--- config.mk ---
export PLATFORM = sky130hd
export DESIGN_NAME = biphasic_pulse_sequencer_core_flat
export DESIGN_NICKNAME = d
export VERILOG_FILES = /design/src/rtl/bps_pkg.sv /design/src/rtl/bps_if.sv /design/src/rtl/bps_out_stage.sv /design/src/rtl/biphasic_pulse_sequencer_core.sv /design/src/flat_wrapper.sv
export VERILOG_INCLUDE_DIRS = /design/src /design/src/rtl
export SDC_FILE = /design/constraint.sdc
export NUM_CORES = 1
export LEC_CHECK = 0
export BUFFER_PORTS_ARGS = -buffer_cell sky130_fd_sc_hd__buf_2
export CAP_MARGIN = 20
export CORE_MARGIN = 1.5
export CORE_UTILIZATION = 50
export CTS_CLUSTER_DIAMETER = 40
export DETAILED_ROUTE_END_ITERATION = 16
export PLACE_DENSITY = 0.67
export SLEW_MARGIN = 20
export SYNTH_ARGS = -nofsm -noshare
export SYNTH_HDL_FRONTEND = slang
export SYNTH_SLANG_ARGS = --single-unit
--- constraint.sdc ---
create_clock -name i_clk -period 10.31 [get_ports i_clk]
set_clock_uncertainty 0.05 [all_clocks]
set_input_delay 0.5155 -clock i_clk [delete_from_list [all_inputs] [get_ports i_clk]]
set_output_delay 0.5155 -clock i_clk [all_outputs]
set_load 0.01 [all_outputs]
--- src/rtl/assert_macros.svh ---
// assertion macros included by the sequencer core
`ifndef ASSERT_MACROS_SVH
`define ASSERT_MACROS_SVH

// clocked assertion with reset disable and a fixed message
`define ASSERT_CLK(label, clk, rst_n, prop) \
    label: assert property (@(posedge clk) disable iff (!(rst_n)) (prop)) \
        else $error("assertion failed");

// clocked assertion with reset disable and a caller message
`define ASSERT_CLK_MSG(label, clk, rst_n, prop, msg) \
    label: assert property (@(posedge clk) disable iff (!(rst_n)) (prop)) \
        else $error(msg);

`endif

--- src/rtl/bps_pkg.sv ---
// shared types and constants of the biphasic pulse sequencer
`timescale 1ns / 1ps
`default_nettype none

package bps_pkg;

    localparam int PULSE_COUNT_DEF  = 10;
    localparam int PHASES_PER_PULSE = 4;
    localparam logic [31:0] FILL_RESET = 32'd5000;

    localparam int KIND_W  = 2;
    localparam int INDEX_W = 4;
    localparam int TIME_W  = 32;
    localparam int POS_W   = 6;

    localparam logic [KIND_W-1:0] KIND_LOAD  = 2'd0;
    localparam logic [KIND_W-1:0] KIND_START = 2'd1;
    localparam logic [KIND_W-1:0] KIND_CLEAR = 2'd2;
    localparam logic [KIND_W-1:0] KIND_TICK  = 2'd3;

    typedef struct packed {
        logic             high_drive;
        logic             low_drive;
        logic             busy_res;
        logic             train_done;
        logic [POS_W-1:0] phase_position;
    } t_result;

endpackage

`default_nettype wire

--- src/rtl/bps_if.sv ---
// valid/ready channel interfaces for input and result words
`timescale 1ns / 1ps
`default_nettype none

interface bps_in_if;
    logic                         valid;
    logic                         ready;
    logic [bps_pkg::KIND_W-1:0]   kind;
    logic [bps_pkg::INDEX_W-1:0]  pulse_index;
    logic [bps_pkg::TIME_W-1:0]   high_side_time;
    logic [bps_pkg::TIME_W-1:0]   low_side_time;
    logic [bps_pkg::TIME_W-1:0]   gap_time;

    modport source (output valid, kind, pulse_index, high_side_time, low_side_time,
                    gap_time, input ready);
    modport sink   (input valid, kind, pulse_index, high_side_time, low_side_time,
                    gap_time, output ready);
endinterface

interface bps_out_if;
    logic                       valid;
    logic                       ready;
    logic                       high_drive;
    logic                       low_drive;
    logic                       busy_res;
    logic                       train_done;
    logic [bps_pkg::POS_W-1:0]  phase_position;

    modport source (output valid, high_drive, low_drive, busy_res, train_done,
                    phase_position, input ready);
    modport sink   (input valid, high_drive, low_drive, busy_res, train_done,
                    phase_position, output ready);
endinterface

`default_nettype wire

--- src/rtl/bps_out_stage.sv ---
// result register that holds one word until the sink takes it
`timescale 1ns / 1ps
`default_nettype none

module bps_out_stage (
    input  wire logic             i_clk,
    input  wire logic             i_rst_n,
    input  wire logic             i_load,
    input  wire bps_pkg::t_result i_result,
    output logic                  o_free,
    bps_out_if.source             o_out
);

    logic             r_valid;
    bps_pkg::t_result r_result;

    assign o_free = !r_valid || o_out.ready;

    always_ff @(posedge i_clk) begin
        if (!i_rst_n) begin
            r_valid <= 1'b0;
        end else if (i_load) begin
            r_valid <= 1'b1;
        end else if (o_out.ready) begin
            r_valid <= 1'b0;
        end
    end

    always_ff @(posedge i_clk) begin
        if (i_load) begin
            r_result <= i_result;
        end
    end

    assign o_out.valid          = r_valid;
    assign o_out.high_drive     = r_result.high_drive;
    assign o_out.low_drive      = r_result.low_drive;
    assign o_out.busy_res       = r_result.busy_res;
    assign o_out.train_done     = r_result.train_done;
    assign o_out.phase_position = r_result.phase_position;

endmodule

`default_nettype wire

--- src/rtl/biphasic_pulse_sequencer_core.sv ---
// Biphasic pulse sequencer: the pulse train lives in one store of 4*PULSE_COUNT
// duration words (high on, dead, low on, dead per pulse), with one write port and
// one registered read port. Items are handled one at a time; from acceptance to
// the result entering the output register, a tick without a phase change and a
// load with an index past the train go straight to emit, a tick that moves to
// the next phase and a start read the store and use the word, a load makes four
// store writes, and a clear writes the whole store (one store word per cycle).
// A new word is taken the cycle after the result is registered, even while that
// result still waits. The user must write the fill value on the config port only
// while the block is idle; the block itself does not enforce this.
`timescale 1ns / 1ps
`default_nettype none
`include "assert_macros.svh"

module biphasic_pulse_sequencer_core #(
    parameter int PULSE_COUNT = bps_pkg::PULSE_COUNT_DEF
) (
    input  wire logic                        i_clk,
    input  wire logic                        i_rst_n,
    input  wire logic                        i_cfg_we,
    input  wire logic [bps_pkg::TIME_W-1:0]  i_cfg_data,
    bps_in_if.sink                           i_in,
    bps_out_if.source                        o_out
);

    localparam int STORE_SIZE = PULSE_COUNT * bps_pkg::PHASES_PER_PULSE;
    localparam int ADDR_W     = $clog2(STORE_SIZE);
    localparam int PTR_W      = $clog2(STORE_SIZE + 1);
    localparam int TW         = bps_pkg::TIME_W;

    typedef enum logic [4:0] {
        S_IDLE = 5'b00001,
        S_FILL = 5'b00010,
        S_READ = 5'b00100,
        S_USE  = 5'b01000,
        S_EMIT = 5'b10000
    } t_state;

    t_state r_state, n_state;

    logic [PTR_W-1:0]  r_ptr, n_ptr;
    logic [TW-1:0]     r_count, n_count;
    logic              r_in_gap, n_in_gap;
    logic              r_last_high, n_last_high;
    logic              r_running, n_running;
    logic              r_done, n_done;
    logic              r_clear, n_clear;
    logic [ADDR_W-1:0] r_wr_addr, n_wr_addr;
    logic [ADDR_W-1:0] r_rd_addr, n_rd_addr;
    logic [TW-1:0]     r_hi, n_hi;
    logic [TW-1:0]     r_lo, n_lo;
    logic [TW-1:0]     r_gap, n_gap;
    logic [TW-1:0]     r_fill;

    logic [TW-1:0]     r_mem [STORE_SIZE];
    logic [TW-1:0]     r_rdata;
    logic              w_we;
    logic [TW-1:0]     w_wdata;

    logic              w_accept;
    logic              w_free;
    logic              w_load_out;
    logic [TW-1:0]     w_dec;
    logic [PTR_W-1:0]  w_ptr_inc;
    logic [31:0]       w_base;
    logic [31:0]       w_pos_ext;
    logic              w_fill_last;
    bps_pkg::t_result  w_result;

    assign i_in.ready = (r_state == S_IDLE) && i_rst_n;
    assign w_accept   = i_in.valid && i_in.ready;

    always_ff @(posedge i_clk) begin
        if (!i_rst_n) begin
            r_fill <= bps_pkg::FILL_RESET;
        end else if (i_cfg_we) begin
            r_fill <= i_cfg_data;
        end
    end

    // store port: up to one write and one registered read per cycle
    always_ff @(posedge i_clk) begin
        if (w_we) begin
            r_mem[r_wr_addr] <= w_wdata;
        end
        r_rdata <= r_mem[r_rd_addr];
    end

    assign w_we = (r_state == S_FILL);

    always_comb begin
        if (r_clear) begin
            w_wdata = r_fill;
        end else begin
            case (r_wr_addr[1:0])
                2'd0:    w_wdata = r_hi;
                2'd2:    w_wdata = r_lo;
                default: w_wdata = r_gap;
            endcase
        end
    end

    // a load ends on the fourth word of its pulse, a clear on the last entry
    assign w_fill_last = r_clear ? (r_wr_addr == ADDR_W'(STORE_SIZE - 1))
                                 : (r_wr_addr[1:0] == 2'b11);

    assign w_dec     = (r_count != '0) ? (r_count - TW'(1)) : '0;
    assign w_ptr_inc = r_ptr + PTR_W'(1);
    assign w_base    = {26'd0, i_in.pulse_index, 2'b00};

    always_comb begin
        n_state     = r_state;
        n_ptr       = r_ptr;
        n_count     = r_count;
        n_in_gap    = r_in_gap;
        n_last_high = r_last_high;
        n_running   = r_running;
        n_done      = r_done;
        n_clear     = r_clear;
        n_wr_addr   = r_wr_addr;
        n_rd_addr   = r_rd_addr;
        n_hi        = r_hi;
        n_lo        = r_lo;
        n_gap       = r_gap;
        w_load_out  = 1'b0;

        case (r_state)
            S_IDLE: begin
                if (w_accept) begin
                    n_done = 1'b0;
                    n_hi   = i_in.high_side_time;
                    n_lo   = i_in.low_side_time;
                    n_gap  = i_in.gap_time;
                    case (i_in.kind)
                        bps_pkg::KIND_LOAD: begin
                            if ({28'd0, i_in.pulse_index} < 32'(PULSE_COUNT)) begin
                                n_wr_addr = w_base[ADDR_W-1:0];
                                n_clear   = 1'b0;
                                n_state   = S_FILL;
                            end else begin
                                n_state = S_EMIT;
                            end
                        end
                        bps_pkg::KIND_START: begin
                            n_ptr       = '0;
                            n_in_gap    = 1'b0;
                            n_last_high = 1'b1;
                            n_running   = 1'b1;
                            n_rd_addr   = '0;
                            n_state     = S_READ;
                        end
                        bps_pkg::KIND_CLEAR: begin
                            n_running = 1'b0;
                            n_ptr     = '0;
                            n_count   = '0;
                            n_in_gap  = 1'b1;
                            n_wr_addr = '0;
                            n_clear   = 1'b1;
                            n_state   = S_FILL;
                        end
                        default: begin
                            n_state = S_EMIT;
                            if (r_running) begin
                                n_count = w_dec;
                                if (w_dec == '0) begin
                                    if (w_ptr_inc >= PTR_W'(STORE_SIZE)) begin
                                        n_ptr     = PTR_W'(STORE_SIZE);
                                        n_running = 1'b0;
                                        n_in_gap  = 1'b1;
                                        n_done    = 1'b1;
                                    end else begin
                                        n_ptr     = w_ptr_inc;
                                        n_rd_addr = w_ptr_inc[ADDR_W-1:0];
                                        n_state   = S_READ;
                                        if (!r_in_gap) begin
                                            n_in_gap = 1'b1;
                                        end else begin
                                            n_in_gap    = 1'b0;
                                            n_last_high = !r_last_high;
                                        end
                                    end
                                end
                            end
                        end
                    endcase
                end
            end
            S_FILL: begin
                if (w_fill_last) begin
                    n_state = S_EMIT;
                end else begin
                    n_wr_addr = r_wr_addr + ADDR_W'(1);
                end
            end
            S_READ: begin
                n_state = S_USE;
            end
            S_USE: begin
                // a stored zero is timed as one tick
                n_count = (r_rdata == '0) ? TW'(1) : r_rdata;
                n_state = S_EMIT;
            end
            S_EMIT: begin
                if (w_free) begin
                    w_load_out = 1'b1;
                    n_state    = S_IDLE;
                end
            end
            default: begin
                n_state = S_IDLE;
            end
        endcase
    end

    always_ff @(posedge i_clk) begin
        if (!i_rst_n) begin
            r_state     <= S_IDLE;
            r_ptr       <= '0;
            r_count     <= '0;
            r_in_gap    <= 1'b1;
            r_last_high <= 1'b0;
            r_running   <= 1'b0;
            r_done      <= 1'b0;
            r_clear     <= 1'b0;
        end else begin
            r_state     <= n_state;
            r_ptr       <= n_ptr;
            r_count     <= n_count;
            r_in_gap    <= n_in_gap;
            r_last_high <= n_last_high;
            r_running   <= n_running;
            r_done      <= n_done;
            r_clear     <= n_clear;
        end
    end

    always_ff @(posedge i_clk) begin
        r_wr_addr <= n_wr_addr;
        r_rd_addr <= n_rd_addr;
        r_hi      <= n_hi;
        r_lo      <= n_lo;
        r_gap     <= n_gap;
    end

    assign w_pos_ext = 32'(r_ptr);

    assign w_result.high_drive     = r_running && !r_in_gap && r_last_high;
    assign w_result.low_drive      = r_running && !r_in_gap && !r_last_high;
    assign w_result.busy_res       = r_running;
    assign w_result.train_done     = r_done;
    assign w_result.phase_position = w_pos_ext[bps_pkg::POS_W-1:0];

    bps_out_stage u_out (
        .i_clk    (i_clk),
        .i_rst_n  (i_rst_n),
        .i_load   (w_load_out),
        .i_result (w_result),
        .o_free   (w_free),
        .o_out    (o_out)
    );

    `ASSERT_CLK_MSG(a_ptr_in_store, i_clk, i_rst_n,
        r_running |-> (r_ptr < PTR_W'(STORE_SIZE)), "running pointer past store")
    `ASSERT_CLK_MSG(a_done_stops, i_clk, i_rst_n,
        (r_state == S_EMIT && r_done) |-> !r_running, "done flagged while running")
    `ASSERT_CLK(a_use_after_read, i_clk, i_rst_n,
        (r_state == S_USE) |-> ($past(r_state) == S_READ))
    `ASSERT_CLK_MSG(a_count_live, i_clk, i_rst_n,
        (r_state == S_IDLE && r_running) |-> (r_count != '0), "running with no count")

endmodule

`default_nettype wire
--- src/flat_wrapper.sv ---
// flat-port wrapper written by rule: the top's interface ports become plain ports
module biphasic_pulse_sequencer_core_flat 
#(
    parameter int PULSE_COUNT = bps_pkg::PULSE_COUNT_DEF
)
  (i_clk, i_rst_n, i_cfg_we, i_cfg_data, i_in_valid, i_in_kind, i_in_pulse_index, i_in_high_side_time, i_in_low_side_time, i_in_gap_time, i_in_ready, o_out_valid, o_out_high_drive, o_out_low_drive, o_out_busy_res, o_out_train_done, o_out_phase_position, o_out_ready);
  bps_in_if i_in_i ();
  bps_out_if o_out_i ();
  input  wire logic i_clk;
  input  wire logic i_rst_n;
  input  wire logic i_cfg_we;
  input  wire logic [bps_pkg::TIME_W-1:0] i_cfg_data;
  input wire logic [$bits(i_in_i.valid)-1:0] i_in_valid;
  input wire logic [$bits(i_in_i.kind)-1:0] i_in_kind;
  input wire logic [$bits(i_in_i.pulse_index)-1:0] i_in_pulse_index;
  input wire logic [$bits(i_in_i.high_side_time)-1:0] i_in_high_side_time;
  input wire logic [$bits(i_in_i.low_side_time)-1:0] i_in_low_side_time;
  input wire logic [$bits(i_in_i.gap_time)-1:0] i_in_gap_time;
  output wire logic [$bits(i_in_i.ready)-1:0] i_in_ready;
  output wire logic [$bits(o_out_i.valid)-1:0] o_out_valid;
  output wire logic [$bits(o_out_i.high_drive)-1:0] o_out_high_drive;
  output wire logic [$bits(o_out_i.low_drive)-1:0] o_out_low_drive;
  output wire logic [$bits(o_out_i.busy_res)-1:0] o_out_busy_res;
  output wire logic [$bits(o_out_i.train_done)-1:0] o_out_train_done;
  output wire logic [$bits(o_out_i.phase_position)-1:0] o_out_phase_position;
  input wire logic [$bits(o_out_i.ready)-1:0] o_out_ready;
  assign i_in_i.valid = i_in_valid;
  assign i_in_i.kind = i_in_kind;
  assign i_in_i.pulse_index = i_in_pulse_index;
  assign i_in_i.high_side_time = i_in_high_side_time;
  assign i_in_i.low_side_time = i_in_low_side_time;
  assign i_in_i.gap_time = i_in_gap_time;
  assign i_in_ready = i_in_i.ready;
  assign o_out_valid = o_out_i.valid;
  assign o_out_high_drive = o_out_i.high_drive;
  assign o_out_low_drive = o_out_i.low_drive;
  assign o_out_busy_res = o_out_i.busy_res;
  assign o_out_train_done = o_out_i.train_done;
  assign o_out_phase_position = o_out_i.phase_position;
  assign o_out_i.ready = o_out_ready;
  biphasic_pulse_sequencer_core #(.PULSE_COUNT(PULSE_COUNT)) u_core (.i_clk(i_clk), .i_rst_n(i_rst_n), .i_cfg_we(i_cfg_we), .i_cfg_data(i_cfg_data), .i_in(i_in_i), .o_out(o_out_i));
endmodule
[Word-level counts from Yosys, hierarchy flattened]
Memory sizes are Yosys's and may differ from the RTL's. A register that Yosys moved wholly into a read port is not among the register bits.
Index checks and enable logic that the tools add are counted.
Word-level totals
  memories kept: 1
  input port bits: 139
  flip-flop bits (word level): 199
  word-level logic and storage cells: 144
  memory bits (writable): 1280
Memory list
  u_core.r_mem: depth 40, width 32, rd ports 1, clocked after Yosys merged registers in 1, wr ports 1, line biphasic_pulse_sequencer_core.sv:55  | logic [TW-1:0] r_mem [STORE_SIZE];
Cells by class
  add/sub/neg operators: 3
  magnitude comparators: 2
  bitwise operators: 2
  multiplexer cells: 57
  equality and inequality tests: 20
  reductions and logical operators: 39
Operator list (count)
  32-bit case mux with 2 select lines: 3
  32-bit 2-to-1 mux: 5
  32-bit logical NOT: 2
  6-bit 2-to-1 mux: 9
  6-bit case mux with 2 select lines: 4
  5-bit 2-to-1 mux: 7
  32-bit nonzero test: 1
  32-bit by 1-bit subtractor with 32-bit output (second input constant): 1
  5-bit case mux with 5 select lines: 1
  1-bit 2-to-1 mux: 23
  2-bit nonzero test: 9
  5-bit case mux with 3 select lines: 1
  5-bit AND reduction: 3
  6-bit by 1-bit adder with 6-bit output (second input constant): 2
  2-bit != test (second input constant): 5
  4-bit AND reduction: 2
  7-bit AND reduction: 1
  2-bit == test (second input constant): 3
  6-bit == test (second input constant): 1
  6-bit greater-or-equal comparator (second input constant): 1
  3-bit != test (second input constant): 2
  1-bit case mux with 3 select lines: 2
  3-bit AND reduction: 2
  6-bit AND reduction: 1
  19 further kinds: 32

[Logic depth before layout (Yosys ltp)]
  depth in word-level cells: 8
  mapped depth: 12

[Hierarchy]
A second synthesis with hierarchy kept.
Second synthesis, totals
  cell total of the unflattened synthesis: 2912
  area total of the unflattened synthesis: 58865.2 sq um
Modules (own cells, without submodules)
  biphasic_pulse_sequencer_core: sequential area each 43922.1 sq um, cells each 2898, area an instance 58516.1 sq um, instances 1
  bps_out_stage: sequential area each 320.3 sq um, cells each 14, area an instance 349.1 sq um, instances 1

[Worst setup path after synthesis]
OpenSTA, ideal clock, no wires.
  kind: reg-to-reg
  start: register u_core.r_state[1]
  end: register u_core.r_wr_addr[0], enable pin
  period minus slack after synthesis: 6.080 ns
  setup time: 0.332 ns
  data arrival time: 5.698 ns
  cell stages (with the launch flop): 6
  path buffers: 0
  setup slack: 4.230 ns
  required time: 9.928 ns
  cell sequence: dfxtp_1 > nor3_1 > nand3b_1 > nor2_1 > o211ai_1 > nand2_1
Between the ends
  word-level cells in the longest chain between the ends: 5
  elaborated cells between the ends (all ways): 10
  classes of those cells: eq/ne: 6; reduce/logical: 4
Ends and longest elaborated chain
  start: declaration: line biphasic_pulse_sequencer_core.sv:39  | t_state r_state, n_state;
  start signal: assignment: line biphasic_pulse_sequencer_core.sv:226  | r_state <= n_state;
  5-bit by 1-bit == test with 1-bit output: line biphasic_pulse_sequencer_core.sv:70, biphasic_pulse_sequencer_core.sv:127
  1-bit logical AND: line biphasic_pulse_sequencer_core.sv:70  | assign i_in.ready = (r_state == S_IDLE) && i_rst_n;
  1-bit logical AND: line biphasic_pulse_sequencer_core.sv:71  | assign w_accept = i_in.valid && i_in.ready;
  2-bit by 1-bit != test with 1-bit output (no line)
  5-bit AND reduction (no line) *
  end signal: assignment: line biphasic_pulse_sequencer_core.sv:238  | r_wr_addr <= n_wr_addr;
  end: declaration: line biphasic_pulse_sequencer_core.sv:48  | logic [ADDR_W-1:0] r_wr_addr, n_wr_addr;
Every way passes the cells marked *; elsewhere a longest branch is shown, timed or not.
A chain may end at the register's enable or synchronous reset.

==> impl_metrics.tcl <==
set metrics [dict create \
    grtUsageTotal_pct 26.3 \
    synthCells 2922 \
    p_leak_nw 22.7 \
    hp-class "in -> reg" \
    crit_required_ns 10.91 \
    fin_tns_setup_ns 0 \
    reg2reg_from "u_core.r_rd_addr[1]" \
    core_area_um2 117000 \
    multiInputGateArea_um2 14300 \
    root_buffer "clkbuf_16" \
    endpoint_kind "flop" \
    drc 0 \
    fin_ws_ns 6.09 \
    die_y_um 346 \
    worstHoldStart "i_in_pulse_index[1]" \
    arrival_ns 4.81 \
    cts_max_path_buffers 3 \
    drive_gt1_share_pct 29.7 \
    rsz0062_at_grt "false" \
    cts.sinks 1511 \
    clock_latency_ns 0.81 \
    synthTopCellsByArea "edfxtp_1 71%, mux4_2 15%, dfxtp_1 3.8%, mux2i_1 1.0%, a211oi_1 0.99%" \
    synthArstFlopShare_pct 0 \
    dieArea_um2 120000 \
    fin_nets 3458 \
    clock.fmax_mhz 237 \
    io_buffer_count 150 \
    syn_area_per_cell_um2 20.2 \
    crit_type "reg -> reg" \
    routed_wirelength_mm 157 \
    cp_max_fo 151 \
    antenna_found_initial 6 \
    ys_seq_area_share_pct 75.0 \
    dp_hpwl_mm 80.3 \
    cts_tree "built" \
    dr.pass1.iters 6 \
    synth_fp_nets 3073 \
    min_delay_worst_endpoint "u_core.r_wr_addr[3]" \
    p_per_area_nw_per_um2 200 \
    outcome "complete, no violations" \
    synthToLayoutAreaGrowth_pct 18.0 \
    fillCellCount 8059 \
    cts_buffers 174 \
    cts.htree.levels 4 \
    ant_nets 0 \
    yosys_warnings 0 \
    rrSetupSlack_ns 6.09 \
    wl_per_cell_um 31.4 \
    initial_core_util_pct 50.6 \
    place_ws_ns 5.92 \
    crit_path_start_kind "flop" \
    cts.clk_slew.worst_paths_ns 0.06 \
    r2r_cells 8 \
    grt_remaining_overflow 0 \
    ys_ff_latch 1511 \
    whs_path_depth 3 \
    regArea_um2 44200 \
    vdd_ir_drop_max_mv 0.200 \
    mostFrequentLayoutCells "1398 x edfxtp_1, 384 x mux4_2, 176 x clkbuf_16" \
    r2r-end "u_core.r_rdata[8]" \
    num_rows 125 \
    yosysTopAreaCell "edfxtp_1" \
    drtIter0Drc 4234 \
    cap_violations 0 \
    finalSetupViolCount 0 \
    io-pin-count 151 \
    routabilityCongestion 0.908 \
    relSlewSlack_pct 21.9 \
    post_cts_resized 0 \
    synth_edf_count 1398 \
    die_x_um 346 \
    worst-slew-pin-transition_ns 1.17 \
    vias_per_cell 6.37 \
    grt_pass1_wl_mm 225 \
    slew_violations 0 \
    fin_total_pwr_mw 13.9 \
    synth_area_um2 59000 \
    min_period_ns 4.22 \
    synth.top_cell.area_share_pct 71.2 \
    synth_cell_types 79 \
    grt_pass1_vias 32200 \
    synthFlopType "edfxtp_1" \
    layout_commonest_cell "edfxtp_1" \
    report.final.hold_viol_count 0 \
    grt_max_degree 152 \
    vias 31700 \
    period_share_pct 40.9 \
]
[power breakdown]
part | leakage [nW] | internal, mW | switching, mW | total, mW
combinational | 6.28 | 0.237 | 0.459 | 0.696
sequential | 13.5 | 6.83 | 0.0409 | 6.87
clock | 2.92 | 3.74 | 2.58 | 6.33
[through the flow]
stage | hold WS (ns) | util, % | std cells | area, um^2
finish | 0.0476 | 59.7 | 4986 | 69600
global route | 0.0446 | 59.7 | 4986 | 69600
CTS | 0.000366 | 59.6 | 4975 | 69400
detailed placement | 0.375 | 53.3 | 4518 | 62100
global placement | 0.371 | 53.3 | 4518 | 62100
floorplan | 0.352 | - | 2922 | 59000
[cells by family (layout without fill, tap and decap cells)]
kind of cell / Yosys count / after routing / synth area share (%)
simple gates: 396 / 396 / 3.47
flops: 1511 / 1511 / 75.0
buf+inv: 221 / 757 / 1.56
fa+ha+maj: 12 / 12 / 0.255
other cells: 0 / 4 / 0
xor+xnor: 24 / 24 / 0.357
mux: 444 / 444 / 15.7
compound gates: 314 / 314 / 3.62
[state kept, by name (all words and copies together), names as in the netlist, 32 cells and up]
| signal | count |
|---|---|
| u_core.r_gap | 32 |
| u_core.r_mem | 1280 |
| u_core.r_count | 32 |
| u_core.r_fill | 32 |
| u_core.r_rdata | 32 |
| u_core.r_lo | 32 |
| u_core.r_hi | 32 |
[how the worst max path moves through the flow]
stage / from / endpoint / slack [ns] / depth (start not counted)
6_report: u_core.r_rd_addr[1] / u_core.r_rdata[8] / 6.09 / 8
3_5_place_dp: u_core.r_rd_addr[0] / u_core.r_rdata[6] / 5.92 / 7
5_1_grt: u_core.r_rd_addr[1] / u_core.r_rdata[8] / 5.97 / 8
3_3_place_gp: u_core.r_rd_addr[0] / u_core.r_rdata[15] / 5.94 / 7
2_1_floorplan: u_core.r_state[1] / u_core.r_wr_addr[0] / 4.23 / 5
4_1_cts: u_core.r_rd_addr[0] / u_core.r_rdata[6] / 5.89 / 7
[critical path, cell delays in order (launching register included)]
cell and delay (ns):
edfxtp_1 0.40, buf_12 0.64, buf_4 0.87, buf_4 0.57
mux4_2 0.39, mux4_2 0.48, nor2b_1 0.16, a211oi_1 0.25
a21oi_1 0.06
[layer usage]
| layer | global-route usage [%] | up-vias | part of all wire, % |
|---|---|---|---|
| met3 | 5.19 | 302 | 8.5 |
| met1 | 35.8 | 16800 | 39 |
| met4 | 9.33 | 2 | 3.2 |
| li1 | - | 12900 | - |
| met5 | 0 | - | 0.0089 |
| met2 | 42.6 | 1718 | 49 |
[synthesized netlist by cell type, types with 3 or more instances]
cell,instances
nand2b_1,5
buf_4,3
nand2_1,52
xnor2_1,14
or2_2,4
nand3_1,22
and4_1,5
inv_1,49
buf_1,23
o41ai_1,4
buf_2,29
a31oi_1,5
mux2i_1,60
a211oi_1,78
o21ai_0,42
o211ai_1,12
edfxtp_1,1398
nand3b_1,11
nor2b_1,38
dfxtp_1,113
o221ai_1,4
nor4b_1,4
a21oi_1,92
mux4_2,384
a221oi_1,8
nor4_1,17
nand4_1,11
a22oi_1,8
xor2_1,10
a22o_1,33
ha_1,12
or4_1,5
clkbuf_1,111
buf_6,3
nor3_1,45
nor2_1,132
and3_1,5
and2_1,7
or3_1,15
[timing repair]
action                                 4_1_cts  5_1_grt
hold buffers                               130        0
endpoints found under the hold margin      130        0
buffers inserted                             0        0
[layout make-up]
cell class | count | area share, %
Tap cell | 1524 | 2.74
Antenna cell | 4 | 0.0144
Timing Repair Buffer | 380 | 4.25
Clock inverter | 127 | 2.03
Multi-Input combinational cell | 1190 | 20.5
Sequential cell | 1511 | 63.6
Clock buffer | 200 | 6.58
Inverter | 50 | 0.270
No activity file was read; power rests on OpenSTA's default activity.
